[config.mk]
export PLATFORM = sky130hd
export DESIGN_NAME = json_lexer_with_comments_core
export DESIGN_NICKNAME = d
export VERILOG_FILES = /design/src/design/jlex_pkg.sv /design/src/design/json_lexer_with_comments_core.sv
export SDC_FILE = /design/constraint.sdc
export NUM_CORES = 1
export LEC_CHECK = 0
export BUFFER_PORTS_ARGS = -buffer_cell sky130_fd_sc_hd__buf_2
export CORE_MARGIN = 2
export CORE_UTILIZATION = 62
export CTS_BUF_LIST = sky130_fd_sc_hd__clkbuf_8
export DETAILED_ROUTE_END_ITERATION = 8
export MAX_ROUTING_LAYER = met4
export PLACE_DENSITY_LB_ADDON = 0.25
export SYNTH_ARGS = -nofsm -noshare
export SYNTH_HDL_FRONTEND = slang
export SYNTH_SLANG_ARGS = --single-unit
[constraint.sdc]
create_clock -name clk_i -period 4.05 [get_ports clk_i]
set_input_delay 0.81 -clock clk_i [delete_from_list [all_inputs] [get_ports clk_i]]
set_output_delay 0.81 -clock clk_i [all_outputs]
set_load 0.005 [all_outputs]
[src/design/jlex_pkg.sv]
// types, codes and character constants shared by the json lexer
`timescale 1ns / 1ps
package jlex_pkg;

  // scanner modes
  typedef enum logic [3:0] {
    M_IDLE  = 4'd0,
    M_SLASH = 4'd1,
    M_LINE  = 4'd2,
    M_BLOCK = 4'd3,
    M_STAR  = 4'd4,
    M_NUM   = 4'd5,
    M_STR0  = 4'd6,
    M_STR   = 4'd7,
    M_ESC0  = 4'd8,
    M_ESC   = 4'd9,
    M_IDENT = 4'd10,
    M_ERR   = 4'd11
  } mode_e;

  // result kinds
  typedef enum logic [1:0] {
    K_CHAR = 2'd0,
    K_END  = 2'd1,
    K_ERR  = 2'd2,
    K_EOT  = 2'd3
  } kind_e;

  // token types
  localparam logic [1:0] TT_PUNCT = 2'd0;
  localparam logic [1:0] TT_NUM   = 2'd1;
  localparam logic [1:0] TT_TEXT  = 2'd2;

  // error codes
  localparam logic [1:0] ERR_NONE    = 2'd0;
  localparam logic [1:0] ERR_COMMENT = 2'd1;
  localparam logic [1:0] ERR_STRING  = 2'd2;
  localparam logic [1:0] ERR_BYTE    = 2'd3;

  // characters
  localparam logic [7:0] CH_TAB    = 8'h09;
  localparam logic [7:0] CH_LF     = 8'h0A;
  localparam logic [7:0] CH_CR     = 8'h0D;
  localparam logic [7:0] CH_SPACE  = 8'h20;
  localparam logic [7:0] CH_QUOTE  = 8'h22;
  localparam logic [7:0] CH_STAR   = 8'h2A;
  localparam logic [7:0] CH_PLUS   = 8'h2B;
  localparam logic [7:0] CH_COMMA  = 8'h2C;
  localparam logic [7:0] CH_MINUS  = 8'h2D;
  localparam logic [7:0] CH_DOT    = 8'h2E;
  localparam logic [7:0] CH_SLASH  = 8'h2F;
  localparam logic [7:0] CH_ZERO   = 8'h30;
  localparam logic [7:0] CH_NINE   = 8'h39;
  localparam logic [7:0] CH_COLON  = 8'h3A;
  localparam logic [7:0] CH_UP_A   = 8'h41;
  localparam logic [7:0] CH_UP_Z   = 8'h5A;
  localparam logic [7:0] CH_LBRACK = 8'h5B;
  localparam logic [7:0] CH_BSLASH = 8'h5C;
  localparam logic [7:0] CH_RBRACK = 8'h5D;
  localparam logic [7:0] CH_UNDER  = 8'h5F;
  localparam logic [7:0] CH_LO_A   = 8'h61;
  localparam logic [7:0] CH_LO_N   = 8'h6E;
  localparam logic [7:0] CH_LO_R   = 8'h72;
  localparam logic [7:0] CH_LO_T   = 8'h74;
  localparam logic [7:0] CH_LO_Z   = 8'h7A;
  localparam logic [7:0] CH_LBRACE = 8'h7B;
  localparam logic [7:0] CH_RBRACE = 8'h7D;

  // one result item
  typedef struct packed {
    kind_e      kind;
    logic [1:0] ttype;
    logic [7:0] data;
    logic       first;
    logic [1:0] err;
  } res_t;

  // output queue
  localparam int unsigned QDepth = 4;
  localparam int unsigned QPtrW  = $clog2(QDepth);
  localparam int unsigned QCntW  = $clog2(QDepth + 1);

endpackage

[src/design/json_lexer_with_comments_core.sv]
// streaming json lexer with comment skipping, one text byte per transfer
`timescale 1ns / 1ps
// Takes text one byte per transfer (tuser high marks end of text, tdata then
// ignored) and sends tokens one character per transfer, with token ends,
// errors and an end-of-text marker as extra transfers. Whitespace, line and
// block comments are skipped, strings decode \t \r \n, and an error is sticky
// until end of text. A byte is taken into an input register, then scanned
// combinationally and its zero, one or two results go into a four-entry output
// queue. The block accepts one byte per cycle as long as the queue has room
// for two results; since one byte gives at most two results and the queue
// drains one per cycle, a sink that is always ready sees a stall only after
// bytes that give two results (a token closed by a byte that gives a result of
// its own, or end of text after an open token, block comment or string).
module json_lexer_with_comments_core (
  input  logic        clk_i,
  input  logic        rst_ni,
  input  logic        s_axis_tvalid_i,
  output logic        s_axis_tready_o,
  input  logic [7:0]  s_axis_tdata_i,   // [7:0] in_byte
  input  logic        s_axis_tuser_i,   // [0] end_of_text
  output logic        m_axis_tvalid_o,
  input  logic        m_axis_tready_i,
  output logic [15:0] m_axis_tdata_o,   // [7:0] out_byte, [9:8] error_code, rest zero
  output logic [4:0]  m_axis_tuser_o    // [1:0] out_kind, [3:2] token_type, [4] first_char
);
  import jlex_pkg::*;

  // input register
  logic       stg_vld_q;
  logic [7:0] stg_byte_q;
  logic       stg_eot_q;

  // scanner state
  mode_e mode_q, mode_d;
  logic  dot_q, dot_d;

  // output queue
  res_t             q_mem_q [QDepth];
  logic [QPtrW-1:0] wr_ptr_q, rd_ptr_q;
  logic [QCntW-1:0] cnt_q;

  // scan results of the registered byte
  res_t       r0, r1;
  logic [1:0] push_n;
  logic       proc, pop;

  // result of treating the byte as if the scanner were idle
  res_t  idl_res;
  logic  idl_has;
  mode_e idl_mode;
  logic  idl_dot;

  logic [7:0] b;
  logic       is_digit, is_id_start;
  logic [7:0] esc_byte;
  logic       tok_close;

  assign b           = stg_byte_q;
  assign is_digit    = (b >= CH_ZERO) && (b <= CH_NINE);
  assign is_id_start = (b == CH_UNDER) || ((b >= CH_LO_A) && (b <= CH_LO_Z)) ||
                       ((b >= CH_UP_A) && (b <= CH_UP_Z)) || b[7];

  // open number or identifier ended by a byte that cannot extend it
  assign tok_close = ((mode_q == M_NUM) && !is_digit && !((b == CH_DOT) && !dot_q)) ||
                     ((mode_q == M_IDENT) && !is_id_start && !is_digit);

  // queue has room for the worst case of two results
  assign proc            = stg_vld_q && (cnt_q <= QCntW'(QDepth - 2));
  assign s_axis_tready_o = !stg_vld_q || proc;
  assign pop             = m_axis_tvalid_o && m_axis_tready_i;

  // escape decode
  always_comb begin
    case (b)
      CH_LO_T: esc_byte = CH_TAB;
      CH_LO_R: esc_byte = CH_CR;
      CH_LO_N: esc_byte = CH_LF;
      default: esc_byte = b;
    endcase
  end

  // idle handling of a byte, also used after a token is closed
  always_comb begin
    idl_res  = '{kind: K_CHAR, ttype: TT_PUNCT, data: b, first: 1'b1, err: ERR_NONE};
    idl_has  = 1'b0;
    idl_mode = M_IDLE;
    idl_dot  = 1'b0;
    if (b inside {CH_SPACE, CH_TAB, CH_CR, CH_LF}) begin
      idl_has = 1'b0;
    end else if (b == CH_SLASH) begin
      idl_mode = M_SLASH;
    end else if ((b inside {CH_PLUS, CH_MINUS, CH_DOT}) || is_digit) begin
      idl_has       = 1'b1;
      idl_res.ttype = TT_NUM;
      idl_mode      = M_NUM;
      idl_dot       = (b == CH_DOT);
    end else if (b == CH_QUOTE) begin
      idl_mode = M_STR0;
    end else if (is_id_start) begin
      idl_has       = 1'b1;
      idl_res.ttype = TT_TEXT;
      idl_mode      = M_IDENT;
    end else if (b inside {CH_COMMA, CH_LBRACE, CH_RBRACE, CH_COLON, CH_LBRACK,
                           CH_RBRACK}) begin
      idl_has = 1'b1;
    end else begin
      idl_has  = 1'b1;
      idl_res  = '{kind: K_ERR, ttype: TT_PUNCT, data: 8'd0, first: 1'b0, err: ERR_BYTE};
      idl_mode = M_ERR;
    end
  end

  // next scanner state
  always_comb begin
    mode_d = mode_q;
    dot_d  = dot_q;
    if (stg_eot_q) begin
      mode_d = M_IDLE;
      dot_d  = 1'b0;
    end else if (tok_close) begin
      // token closed by this byte: the byte is then taken from idle
      mode_d = idl_mode;
      dot_d  = idl_dot;
    end else begin
      case (mode_q)
        M_SLASH: begin
          if (b == CH_SLASH) begin
            mode_d = M_LINE;
          end else if (b == CH_STAR) begin
            mode_d = M_BLOCK;
          end else begin
            mode_d = idl_mode;
            dot_d  = idl_dot;
          end
        end
        M_LINE: begin
          if (b inside {CH_CR, CH_LF}) mode_d = M_IDLE;
        end
        M_BLOCK: begin
          if (b == CH_STAR) mode_d = M_STAR;
        end
        M_STAR: begin
          if (b == CH_SLASH) begin
            mode_d = M_IDLE;
          end else if (b != CH_STAR) begin
            mode_d = M_BLOCK;
          end
        end
        M_NUM: begin
          // a digit or the first dot keeps the number open
          if (b == CH_DOT) dot_d = 1'b1;
        end
        M_STR0, M_STR: begin
          if (b == CH_QUOTE) begin
            mode_d = M_IDLE;
          end else if (b == CH_BSLASH) begin
            mode_d = (mode_q == M_STR0) ? M_ESC0 : M_ESC;
          end else begin
            mode_d = M_STR;
          end
        end
        M_ESC0, M_ESC: begin
          mode_d = M_STR;
        end
        M_IDENT, M_ERR: begin
          mode_d = mode_q;
        end
        default: begin
          mode_d = idl_mode;
          dot_d  = idl_dot;
        end
      endcase
    end
  end

  // scan outputs
  always_comb begin
    res_t tok_end;
    res_t tok_chr;
    tok_end = '{kind: K_END, ttype: TT_NUM, data: 8'd0, first: 1'b0, err: ERR_NONE};
    tok_chr = '{kind: K_CHAR, ttype: TT_TEXT, data: b, first: 1'b0, err: ERR_NONE};
    r0      = '{kind: K_EOT, ttype: TT_PUNCT, data: 8'd0, first: 1'b0, err: ERR_NONE};
    r1      = r0;
    push_n  = 2'd0;

    if (stg_eot_q) begin
      // optional closing result, then the end-of-text marker
      push_n = 2'd2;
      case (mode_q)
        M_NUM:   r0 = tok_end;
        M_IDENT: r0 = '{kind: K_END, ttype: TT_TEXT, data: 8'd0, first: 1'b0,
                        err: ERR_NONE};
        M_BLOCK, M_STAR:
          r0 = '{kind: K_ERR, ttype: TT_PUNCT, data: 8'd0, first: 1'b0,
                 err: ERR_COMMENT};
        M_STR0, M_STR, M_ESC0, M_ESC:
          r0 = '{kind: K_ERR, ttype: TT_PUNCT, data: 8'd0, first: 1'b0,
                 err: ERR_STRING};
        default: push_n = 2'd1;
      endcase
    end else if (tok_close) begin
      // token end first, then the byte from idle
      if (mode_q == M_IDENT) tok_end.ttype = TT_TEXT;
      r0     = tok_end;
      r1     = idl_res;
      push_n = idl_has ? 2'd2 : 2'd1;
    end else begin
      case (mode_q)
        M_SLASH: begin
          if (!(b inside {CH_SLASH, CH_STAR})) begin
            r0     = idl_res;
            push_n = {1'b0, idl_has};
          end
        end
        M_LINE, M_BLOCK, M_STAR, M_ERR: begin
          push_n = 2'd0;
        end
        M_NUM: begin
          tok_chr.ttype = TT_NUM;
          r0            = tok_chr;
          push_n        = 2'd1;
        end
        M_STR0, M_STR: begin
          if (b == CH_QUOTE) begin
            r0     = '{kind: K_END, ttype: TT_TEXT, data: 8'd0, first: 1'b0,
                       err: ERR_NONE};
            push_n = 2'd1;
          end else if (b != CH_BSLASH) begin
            tok_chr.first = (mode_q == M_STR0);
            r0            = tok_chr;
            push_n        = 2'd1;
          end
        end
        M_ESC0, M_ESC: begin
          tok_chr.first = (mode_q == M_ESC0);
          tok_chr.data  = esc_byte;
          r0            = tok_chr;
          push_n        = 2'd1;
        end
        M_IDENT: begin
          r0     = tok_chr;
          push_n = 2'd1;
        end
        default: begin
          r0     = idl_res;
          push_n = {1'b0, idl_has};
        end
      endcase
    end
  end

  // input register
  always_ff @(posedge clk_i or negedge rst_ni) begin
    if (!rst_ni) begin
      stg_vld_q <= 1'b0;
    end else if (s_axis_tvalid_i && s_axis_tready_o) begin
      stg_vld_q <= 1'b1;
    end else if (proc) begin
      stg_vld_q <= 1'b0;
    end
  end

  always_ff @(posedge clk_i) begin
    if (s_axis_tvalid_i && s_axis_tready_o) begin
      stg_byte_q <= s_axis_tdata_i;
      stg_eot_q  <= s_axis_tuser_i;
    end
  end

  // scanner state
  always_ff @(posedge clk_i or negedge rst_ni) begin
    if (!rst_ni) begin
      mode_q <= M_IDLE;
      dot_q  <= 1'b0;
    end else if (proc) begin
      mode_q <= mode_d;
      dot_q  <= dot_d;
    end
  end

  // queue pointers and fill count
  always_ff @(posedge clk_i or negedge rst_ni) begin
    if (!rst_ni) begin
      wr_ptr_q <= '0;
      rd_ptr_q <= '0;
      cnt_q    <= '0;
    end else begin
      if (proc) wr_ptr_q <= wr_ptr_q + QPtrW'(push_n);
      if (pop)  rd_ptr_q <= rd_ptr_q + QPtrW'(1);
      cnt_q <= cnt_q + (proc ? QCntW'(push_n) : QCntW'(0)) - QCntW'(pop);
    end
  end

  // queue storage
  always_ff @(posedge clk_i) begin
    if (proc && (push_n != 2'd0)) q_mem_q[wr_ptr_q] <= r0;
    if (proc && (push_n == 2'd2)) q_mem_q[wr_ptr_q + QPtrW'(1)] <= r1;
  end

  // result port
  res_t head;
  assign head            = q_mem_q[rd_ptr_q];
  assign m_axis_tvalid_o = (cnt_q != '0);
  assign m_axis_tdata_o  = {6'd0, head.err, head.data};
  assign m_axis_tuser_o  = {head.first, head.ttype, head.kind};

`ifndef ASSERT_OFF
  // queue never overfills
  a_cnt_max: assert property (@(posedge clk_i) disable iff (!rst_ni)
    cnt_q <= QCntW'(QDepth))
    else $error("output queue overfilled");

  // end of text always leaves at least the marker
  a_eot_push: assert property (@(posedge clk_i) disable iff (!rst_ni)
    (proc && stg_eot_q) |-> (push_n != 2'd0))
    else $error("end of text produced no result");

  // sticky error swallows ordinary bytes
  a_err_quiet: assert property (@(posedge clk_i) disable iff (!rst_ni)
    (proc && !stg_eot_q && (mode_q == M_ERR)) |-> (push_n == 2'd0 && mode_d == M_ERR))
    else $error("byte emitted while in error");

  // scanner is idle after end of text
  a_eot_idle: assert property (@(posedge clk_i) disable iff (!rst_ni)
    (proc && stg_eot_q) |=> (mode_q == M_IDLE && !dot_q))
    else $error("scanner not reset by end of text");

  // first-character flag only rides on token characters
  a_first_char: assert property (@(posedge clk_i) disable iff (!rst_ni)
    (m_axis_tvalid_o && head.first) |-> (head.kind == K_CHAR))
    else $error("first flag on non-character result");
`endif

endmodule

==> run_results.csv, run 1 <==
group,metric,value,unit
floorplan,die_h,95.35,µm
clock_tree,ctsResizeCount,0,
placed_design,io_buffers,29,
setup_path,cp_max_fo,10,
floorplan,die_area,9092,µm²
power_and_ir_drop,powerDensity,769.1,nW/µm²
power_and_ir_drop,total_leakage_power,2.058,nW
setup_path,reg2reg_depth,13,
setup_path,crit_type,"flop to flop",
yosys,synthTopCellsByCount,"69 x edfxtp_1, 42 x a21oi_1, 42 x nand2_1",
drt,viasPerCell,6.649,
setup_path,endpoint_kind,"flop",
yosys,yosysTopAreaCellShare,40.05,%
timing,hold_violations,0,
finish,nets,546,
yosys,ys_seq_area_share,46.34,%
finish,layout-drive-gt1-share,21.20,%
clock_tree,post-cts-setup-buffers,0,
placed_design,place.gp.congestion,1.001,
setup_path,worst_r2r_endpoint,"cnt_q[2]",
clock_tree,cts_tree,"built",
setup_path,critical_path_arrival,3.97,ns
yosys,synthDistinctLibCells,79,
timing,hold_ws,0.3218,ns
timing,maxSlewHeadroom,30.47,%
timing,setup_viol_count_final,0,
yosys,postSynthCellCount,498,
drt,vias,4242,
yosys,synth_area_leader_cell,"edfxtp_1",
clock_tree,cts.clk_slew.worst_paths,0.10,ns
yosys,syn_avg_cell_area,10.39,µm²
clock_tree,worstSkewPairLatency,0.36,ns
finish,final_area,5675,µm²
yosys,ys.flop_type,"edfxtp_1",
yosys,synth_area,5174,µm²
yosys,synth_warnings,0,
setup_path,path_depth,13,
setup_path,critPathRequiredTime,4.30,ns
floorplan,core,8134,µm²
yosys,synth_edf_count,69,
yosys,ys_ff_latch,82,
yosys,synth_most_common_cell,"edfxtp_1",
clock_tree,htree_num_levels,3,
grt,globalRouteOverflowTotal,0,
clock_tree,clock_path_buffers,2,
power_and_ir_drop,irDropWorstVdd,0.5777,mV
setup_path,critPathBufInv,2,
drt,first_pass_iters,7,
floorplan,initial_core_util,63.61,%
setup_path,start_kind,"flop",
drt,postRouteWirelength,13550,µm
placed_design,hpwl,9967,µm
grt,grt_max_degree,22,
timing,timing.fmax,269.0,MHz
outcome,status,"finished, final reports clean",
finish,antennaDiodeCount,0,
setup_path,crit_family,"simple AND/OR/NAND/NOR gates",
drt,drcViolationCount,0,
setup_path,crit_chain,"or4b_4, or4_1, a32oi_2, o41ai_1, o21ai_0, nand2_1, ha_1, inv_1, ha_1, inv_1, fa_1, xor2_1, xnor2_1",
setup_path,endpoint,"cnt_q[2]",
timing,tightest_slew,1.043,ns
timing,min_period,3.718,ns
clock_tree,cts-root-buf,"clkbuf_8",
clock_tree,clkSinkCount,82,
yosys,synth-async-reset-ratio,15.85,%
timing,slew_violations,0,
timing,postLayoutSetupSlackWorst,0.3324,ns
grt,grt_pass1_wl,21510,µm
finish,utilization,69.77,%
timing,rsz0062_at_grt,"false",
clock_tree,cts_made_buffers,9,
timing,fin_crit_sh,91.79,%
grt,track_usage,32.68,%
drt,first_iter_violations,412,
floorplan,io_pins,36,
worst_hold_path,hp-class,"input port to async pin",
drt,drt-wirelength-per-cell,21.23,µm
setup_path,rr_startpoint,"b[7]",
setup_path,crit_start,"b[7]",
setup_path,worst_path_largest_cell_delay,0.58,ns
timing,fin_skew,0.01588,ns
finish,area_growth,9.698,%
finish,fill_cells,584,
setup_path,crit_slowest_cell,"or4b_4",
timing,fin_tns_setup,0,ns
finish,layout.area.seq,2397,µm²
floorplan,rows,33,
drt,ant_nets,0,
clock_tree,holdBufCountCts,0,
floorplan,die_x,95.35,µm
grt,antenna_found_initial,0,
grt,grt_pass1_vias,4047,
placed_design,dp_worst_setup_slack,0.3464,ns
yosys,synthTopCellsByArea,"edfxtp_1 40%, mux4_2 6.5%, dfrtp_1 6.3%",
setup_path,timing.reg2reg.setup_slack,0.33,ns
placed_design,placed_cell_area,5480,µm²
flow_run,max_cap_violations,0,
finish,multi_input_area,2540,µm²
==> worst min path at each step <==
| stage | start | endpoint | slack, ns | cells past startpoint |
|---|---|---|---|---|
| 3_5_place_dp | mode_q[2] | mode_q[2] | 0.52 | 1 |
| 4_1_cts | rst_ni | stg_vld_q | 0.33 | 1 |
| 5_1_grt | rst_ni | stg_vld_q | 0.34 | 1 |
| 3_3_place_gp | cnt_q[2] | cnt_q[2] | 0.48 | 1 |
| 2_1_floorplan | cnt_q[2] | cnt_q[2] | 0.46 | 1 |
| 6_report | rst_ni | stg_vld_q | 0.32 | 1 |
==> placed cells by master (no fill, tap or decap), types with 15 or more instances in the layout <==
cell      count
buf_2        29
o21bai_1     15
nand3_1      18
o21ai_0      32
nand2_1      42
a21oi_1      42
buf_4        29
mux4_2       15
nor2_1       31
edfxtp_1     69
==> per-layer routing <==
metal / global-route usage [%] / vias up / routed length [µm]
li1: - / 1944 / -
met1: 40.09 / 2013 / 5188
met2: 53.87 / 254 / 6855
met3: 6.324 / 31 / 1233
met4: 12.20 / 0 / 267
met5: - / - / 0
==> registers in the layout, indices dropped and copies added (netlist names) <==
signal     count
b              8
cnt_q          3
rd_ptr_q       2
dot_q          1
stg_eot_q      1
wr_ptr_q       2
q_mem_q       60
mode_q         4
stg_vld_q      1
==> report_power, final <==
group          total, mW  leakage, nW  switching (mW)  internal [mW]
clock network      0.586        0.101           0.331          0.255
registers           1.55        0.795           0.239           1.31
logic               2.23         1.16            1.28          0.958
total               4.36         2.06            1.85           2.52
==> layout make-up <==
cell class                      count  share of cell area (%)
Clock buffer                       10                   2.425
Clock inverter                      6                   1.014
Inverter                           13                  0.8598
Multi-Input combinational cell    364                   44.75
Sequential cell                    82                   42.24
Tap cell                          105                   2.315
Timing Repair Buffer               58                   6.393
==> metrics by stage <==
stage	std cells	total power, mW
global placement	622	3.684
global route	638	4.654
CTS	638	4.343
finish	638	4.365
floorplan	503	3.063
detailed placement	622	3.760
==> cells by family after synthesis <==
group                    Yosys count  synth area share, %
flip-flops                        82                46.34
other                              1              0.07248
buffers and inverters             57                5.199
XOR/XNOR                           9                1.524
AND/OR/NAND/NOR                  164                17.19
adder cells (fa/ha/maj)            5                1.354
AO/OA/AOI/OAI                    158                20.39
multiplexers                      22                7.932
==> worst reg2reg max path, cell delays in order, from the launching register on <==
cell and delay (ns):
edfxtp_1 0.53, or4b_4 0.59, or4_1 0.52, a32oi_2 0.31, o41ai_1 0.14, o21ai_0 0.24
nand2_1 0.09, ha_1 0.28, inv_1 0.06, ha_1 0.14, inv_1 0.05, fa_1 0.37
xor2_1 0.16, xnor2_1 0.14
(Power assumes the default switching activity.)
==> run 2: changes to the inputs <==
--- a/config.mk
+++ b/config.mk
@@ -5,9 +5,10 @@
 export SDC_FILE = /design/constraint.sdc
 export NUM_CORES = 1
 export LEC_CHECK = 0
+export ABC_AREA = 1
 export BUFFER_PORTS_ARGS = -buffer_cell sky130_fd_sc_hd__buf_2
 export CORE_MARGIN = 2
-export CORE_UTILIZATION = 62
+export CORE_UTILIZATION = 44
 export CTS_BUF_LIST = sky130_fd_sc_hd__clkbuf_8
 export DETAILED_ROUTE_END_ITERATION = 8
 export MAX_ROUTING_LAYER = met4
==> run_results.csv, run 2 <==
group,metric,value,unit
placed_design,io_buffers,29,
timing,fin_tns_setup,0,ns
clock_tree,post-cts-setup-buffers,0,
grt,track_usage,22.44,%
power_and_ir_drop,total_leakage_power,2.387,nW
yosys,ys_seq_area_share,47.06,%
yosys,synth_xor_area_share,0.5158,%
floorplan,initial_core_util,44.80,%
yosys,yosysTopAreaCellShare,40.68,%
clock_tree,cts_tree,"built",
yosys,synth_area,5094,µm²
worst_hold_path,hp-class,"input port to async pin",
drt,drcViolationCount,0,
yosys,synthTopCellsByArea,"edfxtp_1 41%, nand2_1 12%, dfrtp_1 6.4%",
placed_design,dp_worst_setup_slack,0.7200,ns
floorplan,die_h,111.6,µm
drt,viasPerCell,5.447,
floorplan,core,11370,µm²
grt,grt_max_degree,33,
drt,drt-wirelength-per-cell,16.20,µm
finish,antennaDiodeCount,0,
finish,final_common_cell,"nand2_1",
clock_tree,cts.clk_slew.worst_paths,0.09,ns
placed_design,hpwl,9509,µm
yosys,synth.area.mux_share,0,%
drt,ant_nets,0,
clock_tree,clkSinkCount,82,
setup_path,crit_type,"flop to flop",
clock_tree,cts-root-buf,"clkbuf_8",
yosys,synth_top_family_by_area,"simple AND/OR/NAND/NOR gates",
timing,fin_crit_sh,82.88,%
power_and_ir_drop,powerDensity,747.4,nW/µm²
outcome,status,"finished, final reports clean",
power_and_ir_drop,irDropWorstVdd,0.3239,mV
yosys,synthAdderAreaFrac,1.376,%
yosys,synth_edf_count,69,
timing,rsz0062_at_grt,"false",
drt,postRouteWirelength,13160,µm
yosys,synth-async-reset-ratio,15.85,%
flow_run,max_cap_violations,0,
clock_tree,clock_path_buffers,2,
drt,first_pass_iters,5,
finish,area_growth,8.131,%
setup_path,start_kind,"flop",
setup_path,critPathRequiredTime,4.34,ns
grt,grt_pass1_vias,4273,
drt,vias,4423,
clock_tree,holdBufCountCts,0,
clock_tree,cts_made_buffers,9,
yosys,synth_most_common_cell,"nand2_1",
setup_path,timing.reg2reg.setup_slack,0.69,ns
drt,first_iter_violations,268,
finish,layout-drive-gt1-share,13.75,%
timing,hold_violations,0,
clock_tree,htree_num_levels,3,
finish,most-common-layout-cells,"161 x nand2_1, 80 x nor2_1, 69 x edfxtp_1",
yosys,synth_area_leader_cell,"edfxtp_1",
power_and_ir_drop,total_power,4.116,mW
floorplan,die_area,12450,µm²
setup_path,cp_max_fo,16,
timing,tightest_slew,1.004,ns
yosys,ys_ff_latch,82,
timing,setup_viol_count_final,0,
finish,nets,682,
timing,fin_skew,0.01165,ns
grt,grt_pass1_wl,21560,µm
timing,maxSlewHeadroom,33.05,%
yosys,synthTopCellsByCount,"161 x nand2_1, 80 x nor2_1, 69 x edfxtp_1",
placed_design,place.gp.congestion,0.9542,
finish,regMostFlops,"q_mem_q",
yosys,synth_simple_gate_area_share,29.28,%
floorplan,io_pins,36,
timing,timing.fmax,297.9,MHz
timing,slew_violations,0,
timing,postLayoutSetupSlackWorst,0.6933,ns
timing,min_period,3.357,ns
yosys,synthDistinctLibCells,39,
yosys,syn_avg_cell_area,7.946,µm²
finish,largest_registers,"q_mem_q (60), b (8), mode_q (4)",
grt,globalRouteOverflowTotal,0,
floorplan,die_x,111.6,µm
yosys,synth_warnings,0,
yosys,synth_compound_area_share,13.88,%
clock_tree,ctsResizeCount,0,
grt,antenna_found_initial,0,
floorplan,rows,39,
finish,largest_reg_flops,60,
setup_path,endpoint_kind,"flop",
yosys,postSynthCellCount,641,
yosys,ys.flop_type,"edfxtp_1",
clock_tree,worstSkewPairLatency,0.38,ns
setup_path,critical_path_arrival,3.65,ns
==> run 2: layout make-up <==
type	count	area (µm²)
multi-input combinational	476	2321
clock buffer	9	123.9
clock inverter	7	75.07
fill	1124	5862
inverter	61	229.0
timing repair buffer	34	182.7
tap	143	178.9
sequential	82	2397
==> run 2: path summary, 6_finish.rpt <==
check,startpoint,endpoint,cells past startpoint
max in group asynchronous,rst_ni,rd_ptr_q[1],1
hold / removal,rst_ni,mode_q[3],1
min in group clk_i,cnt_q[2],cnt_q[2],1
setup reg to reg,b[7],cnt_q[2],17
setup / recovery,b[7],cnt_q[2],17
hold reg to reg,cnt_q[2],cnt_q[2],1
==> run 2: per-layer routing <==
layer | part of all wire (%) | wire length (µm) | GRT usage (%)
met5 | 0 | 0 | -
met4 | 2.6 | 342 | 9.300
met3 | 4.9 | 647 | 3.266
met2 | 49 | 6399 | 36.22
met1 | 44 | 5768 | 28.52
==> run 2: where the power goes <==
part | switching [mW] | internal, mW
Sequential | 0.148 | 1.30
Combinational | 1.39 | 0.650
Clock | 0.337 | 0.290
Total | 1.88 | 2.24
==> run 2: critical path, stage by stage, from the launching register on <==
cell      delay [ns]
edfxtp_1        0.51
nor2_2          0.22
inv_1           0.06
nor2_1          0.25
nand2_1         0.12
nand4_1         0.13
nand2_2         0.13
nand3_4         0.12
nand2_8         0.12
a21oi_1         0.21
nand2_1         0.09
ha_1            0.31
inv_1           0.07
ha_1            0.14
inv_1           0.05
fa_1            0.37
xnor2_1         0.18
xor2_1          0.18
==> run 2: logic make-up (layout without fill, tap and decap cells) <==
family                   Yosys count  after routing
AO/OA/AOI/OAI                    132            132
AND/OR/NAND/NOR                  330            330
buffers and inverters             88            111
other                              1              6
XOR/XNOR                           3              3
adder cells (fa/ha/maj)            5              5
flip-flops                        82             82
==> run 2: metrics by stage <==
step	instances	instance area (µm²)	hold WS (ns)	util, %
global route	812	5508	0.3242	48.44
detailed placement	796	5309	0.5069	46.69
finish	812	5508	0.3154	48.44
CTS	812	5508	0.3250	48.44
global placement	796	5309	0.4797	46.69
floorplan	646	5112	0.4641	-
==> run 3: changes to the inputs <==
==> constraint.sdc (replaced) <==
create_clock -name clk_i -period 3.35 [get_ports clk_i]
set_input_delay 0.67 -clock clk_i [delete_from_list [all_inputs] [get_ports clk_i]]
set_output_delay 0.67 -clock clk_i [all_outputs]
set_load 0.005 [all_outputs]
==> run_results.csv, run 3 (synthesis gave the netlist of run 2 again) <==
group,metric,value,unit
outcome,status,"finished, final reports clean",
finish,largest_reg_flops,60,
clock_tree,htree_num_levels,3,
power_and_ir_drop,pwr-share-clk,16.0,%
drt,wl_met1,5831,µm
floorplan,core,11370,µm²
drt,ant_nets,0,
grt,grt_pass1_vias,4261,
clock_tree,clkSinkCount,82,
power_and_ir_drop,seq_power_share,33.5,%
placed_design,io_buffers,29,
flow_run,max_cap_violations,0,
placed_design,hpwl,9397,µm
drt,top_layer,"met4",
drt,first_iter_violations,367,
clock_tree,cts.clk_slew.worst_paths,0.09,ns
floorplan,die_area,12450,µm²
drt,drcViolationCount,0,
floorplan,rows,39,
placed_design,place.gp.congestion,0.9381,
finish,area_growth,11.57,%
setup_path,start_kind,"flop",
grt,grt_max_degree,32,
power_and_ir_drop,p_int,2.860,mW
floorplan,initial_core_util,44.80,%
drt,dr_wl_met2,6045,µm
timing,postLayoutSetupSlackWorst,0.3283,ns
finish,nets,701,
setup_path,cp_max_fo,16,
power_and_ir_drop,comb_power_share,50.5,%
power_and_ir_drop,switching_share,43.91,%
grt,grt_pass1_wl,20780,µm
finish,most-common-layout-cells,"161 x nand2_1, 79 x nor2_1, 69 x edfxtp_1",
drt,viasPerCell,5.432,
grt,track_usage,21.88,%
timing,hold_violations,0,
power_and_ir_drop,total_leakage_power,2.496,nW
drt,first_pass_iters,5,
finish,layout.area.seq,2397,µm²
drt,postRouteWirelength,12880,µm
timing,slew_violations,0,
setup_path,timing.reg2reg.setup_slack,0.33,ns
placed_design,dp_worst_setup_slack,0.1762,ns
worst_hold_path,hp-class,"input port to async pin",
floorplan,io_pins,36,
finish,regMostFlops,"q_mem_q",
drt,met3_length,659,µm
setup_path,rr_startpoint,"b[0]",
timing,fin_tns_setup,0,ns
finish,layout-drive-gt1-share,16.13,%
clock_tree,clock_path_buffers,2,
timing,setup_viol_count_final,0,
power_and_ir_drop,switching_power,2.240,mW
setup_path,critical_path_arrival,3.27,ns
clock_tree,worstSkewPairLatency,0.38,ns
drt,vias,4514,
setup_path,reg2reg_depth,17,
clock_tree,cts_tree,"built",
timing,timing.fmax,330.9,MHz
finish,largest_registers,"q_mem_q (60), b (8), mode_q (4)",
finish,final_common_cell,"nand2_1",
power_and_ir_drop,irDropWorstVdd,0.3455,mV
setup_path,crit_type,"flop to flop",
timing,min_period,3.022,ns
grt,globalRouteOverflowTotal,0,
timing,tightest_slew,0.8936,ns
setup_path,worst_r2r_endpoint,"cnt_q[2]",
drt,drt-wirelength-per-cell,15.50,µm
setup_path,critPathRequiredTime,3.60,ns
grt,antenna_found_initial,0,
power_and_ir_drop,total_power,5.100,mW
finish,antennaDiodeCount,0,
finish,fill_cells,1103,
finish,multi_input_area,2323,µm²
power_and_ir_drop,powerDensity,897.4,nW/µm²
setup_path,endpoint_kind,"flop",
floorplan,die_x,111.6,µm
clock_tree,cts_made_buffers,9,
timing,maxSlewHeadroom,40.36,%
clock_tree,cts-root-buf,"clkbuf_8",
timing,rsz0062_at_grt,"false",
floorplan,die_h,111.6,µm
timing,fin_skew,0.01272,ns
timing,fin_crit_sh,90.20,%
[run 3: cell count changes in the layout (fill, tap and decap cells not counted)]
cell            delta
nor2_1             -1
buf_4             +18
dlymetal6s2s_1     +1
o21ai_1            +1
bufinv_16          +1
o21ai_2            -1
a21oi_1            -1
clkinv_2           -1
a21oi_2            +1
nor2_2             +1
[run 3: area by class of cell]
class | instances | area share [%]
well taps | 143 | 3.148
flip-flops and latches | 82 | 42.18
multi-input cells | 476 | 40.89
inverters | 61 | 4.029
repair buffers | 53 | 5.812
clock buffers | 9 | 2.180
clock inverters | 7 | 1.761
[run 3: timing repair]
item / in CTS / in global routing
buffers inserted: 0 / 10
hold buffers: 0 / 0
endpoints found under the setup margin: 0 / 1
resized for setup: 0 / 2
[run 3: worst max-delay path, cell delays in order (launching register included)]
cell      delay (ns)
edfxtp_1        0.47
inv_1           0.15
nand2_1         0.10
nor2_1          0.22
nand2_2         0.16
nand2_1         0.13
nor2_2          0.07
nand3_4         0.11
nand2_8         0.12
a21oi_2         0.16
nand2_1         0.07
ha_1            0.26
inv_1           0.05
ha_1            0.12
inv_1           0.04
fa_1            0.37
xnor2_1         0.14
xor2_1          0.14
[run 3: worst max-delay path by stage]
stage,end,startpoint,slack (ns),cells after the start
after floorplan,q_mem_q[3][0],b[2],0.38,11
after global placement,cnt_q[2],b[7],0.23,17
after detailed placement,cnt_q[2],b[7],0.18,17
after CTS,cnt_q[2],b[7],0.15,17
after global routing,cnt_q[2],b[3],0.04,17
final,cnt_q[2],b[0],0.33,17
[run 3: layer usage]
metal	vias up	GRT usage (%)
li1	2235	-
met1	2118	28.08
met2	130	34.72
met3	31	3.647
met4	0	8.971
met5	-	-
[run 3: power by group through the flow]
stage               clock network, mW  logic (mW)  registers [mW]
finish                          0.816        2.58            1.71
global route                    0.874        2.93            1.74
CTS                             0.832        2.52            1.72
detailed placement                  0        2.51            1.75
global placement                    0        2.49            1.74
floorplan                           0        1.78            1.70
[run 3: per-stage QoR]
stage,hold WS (ns),util (%),cells,area [µm²]
floorplan,0.3744,-,646,5112
global placement,0.4806,47.25,805,5373
detailed placement,0.4914,47.25,805,5373
CTS,0.1776,49.22,821,5597
global route,0.1787,49.98,831,5683
finish,0.1874,49.98,831,5683
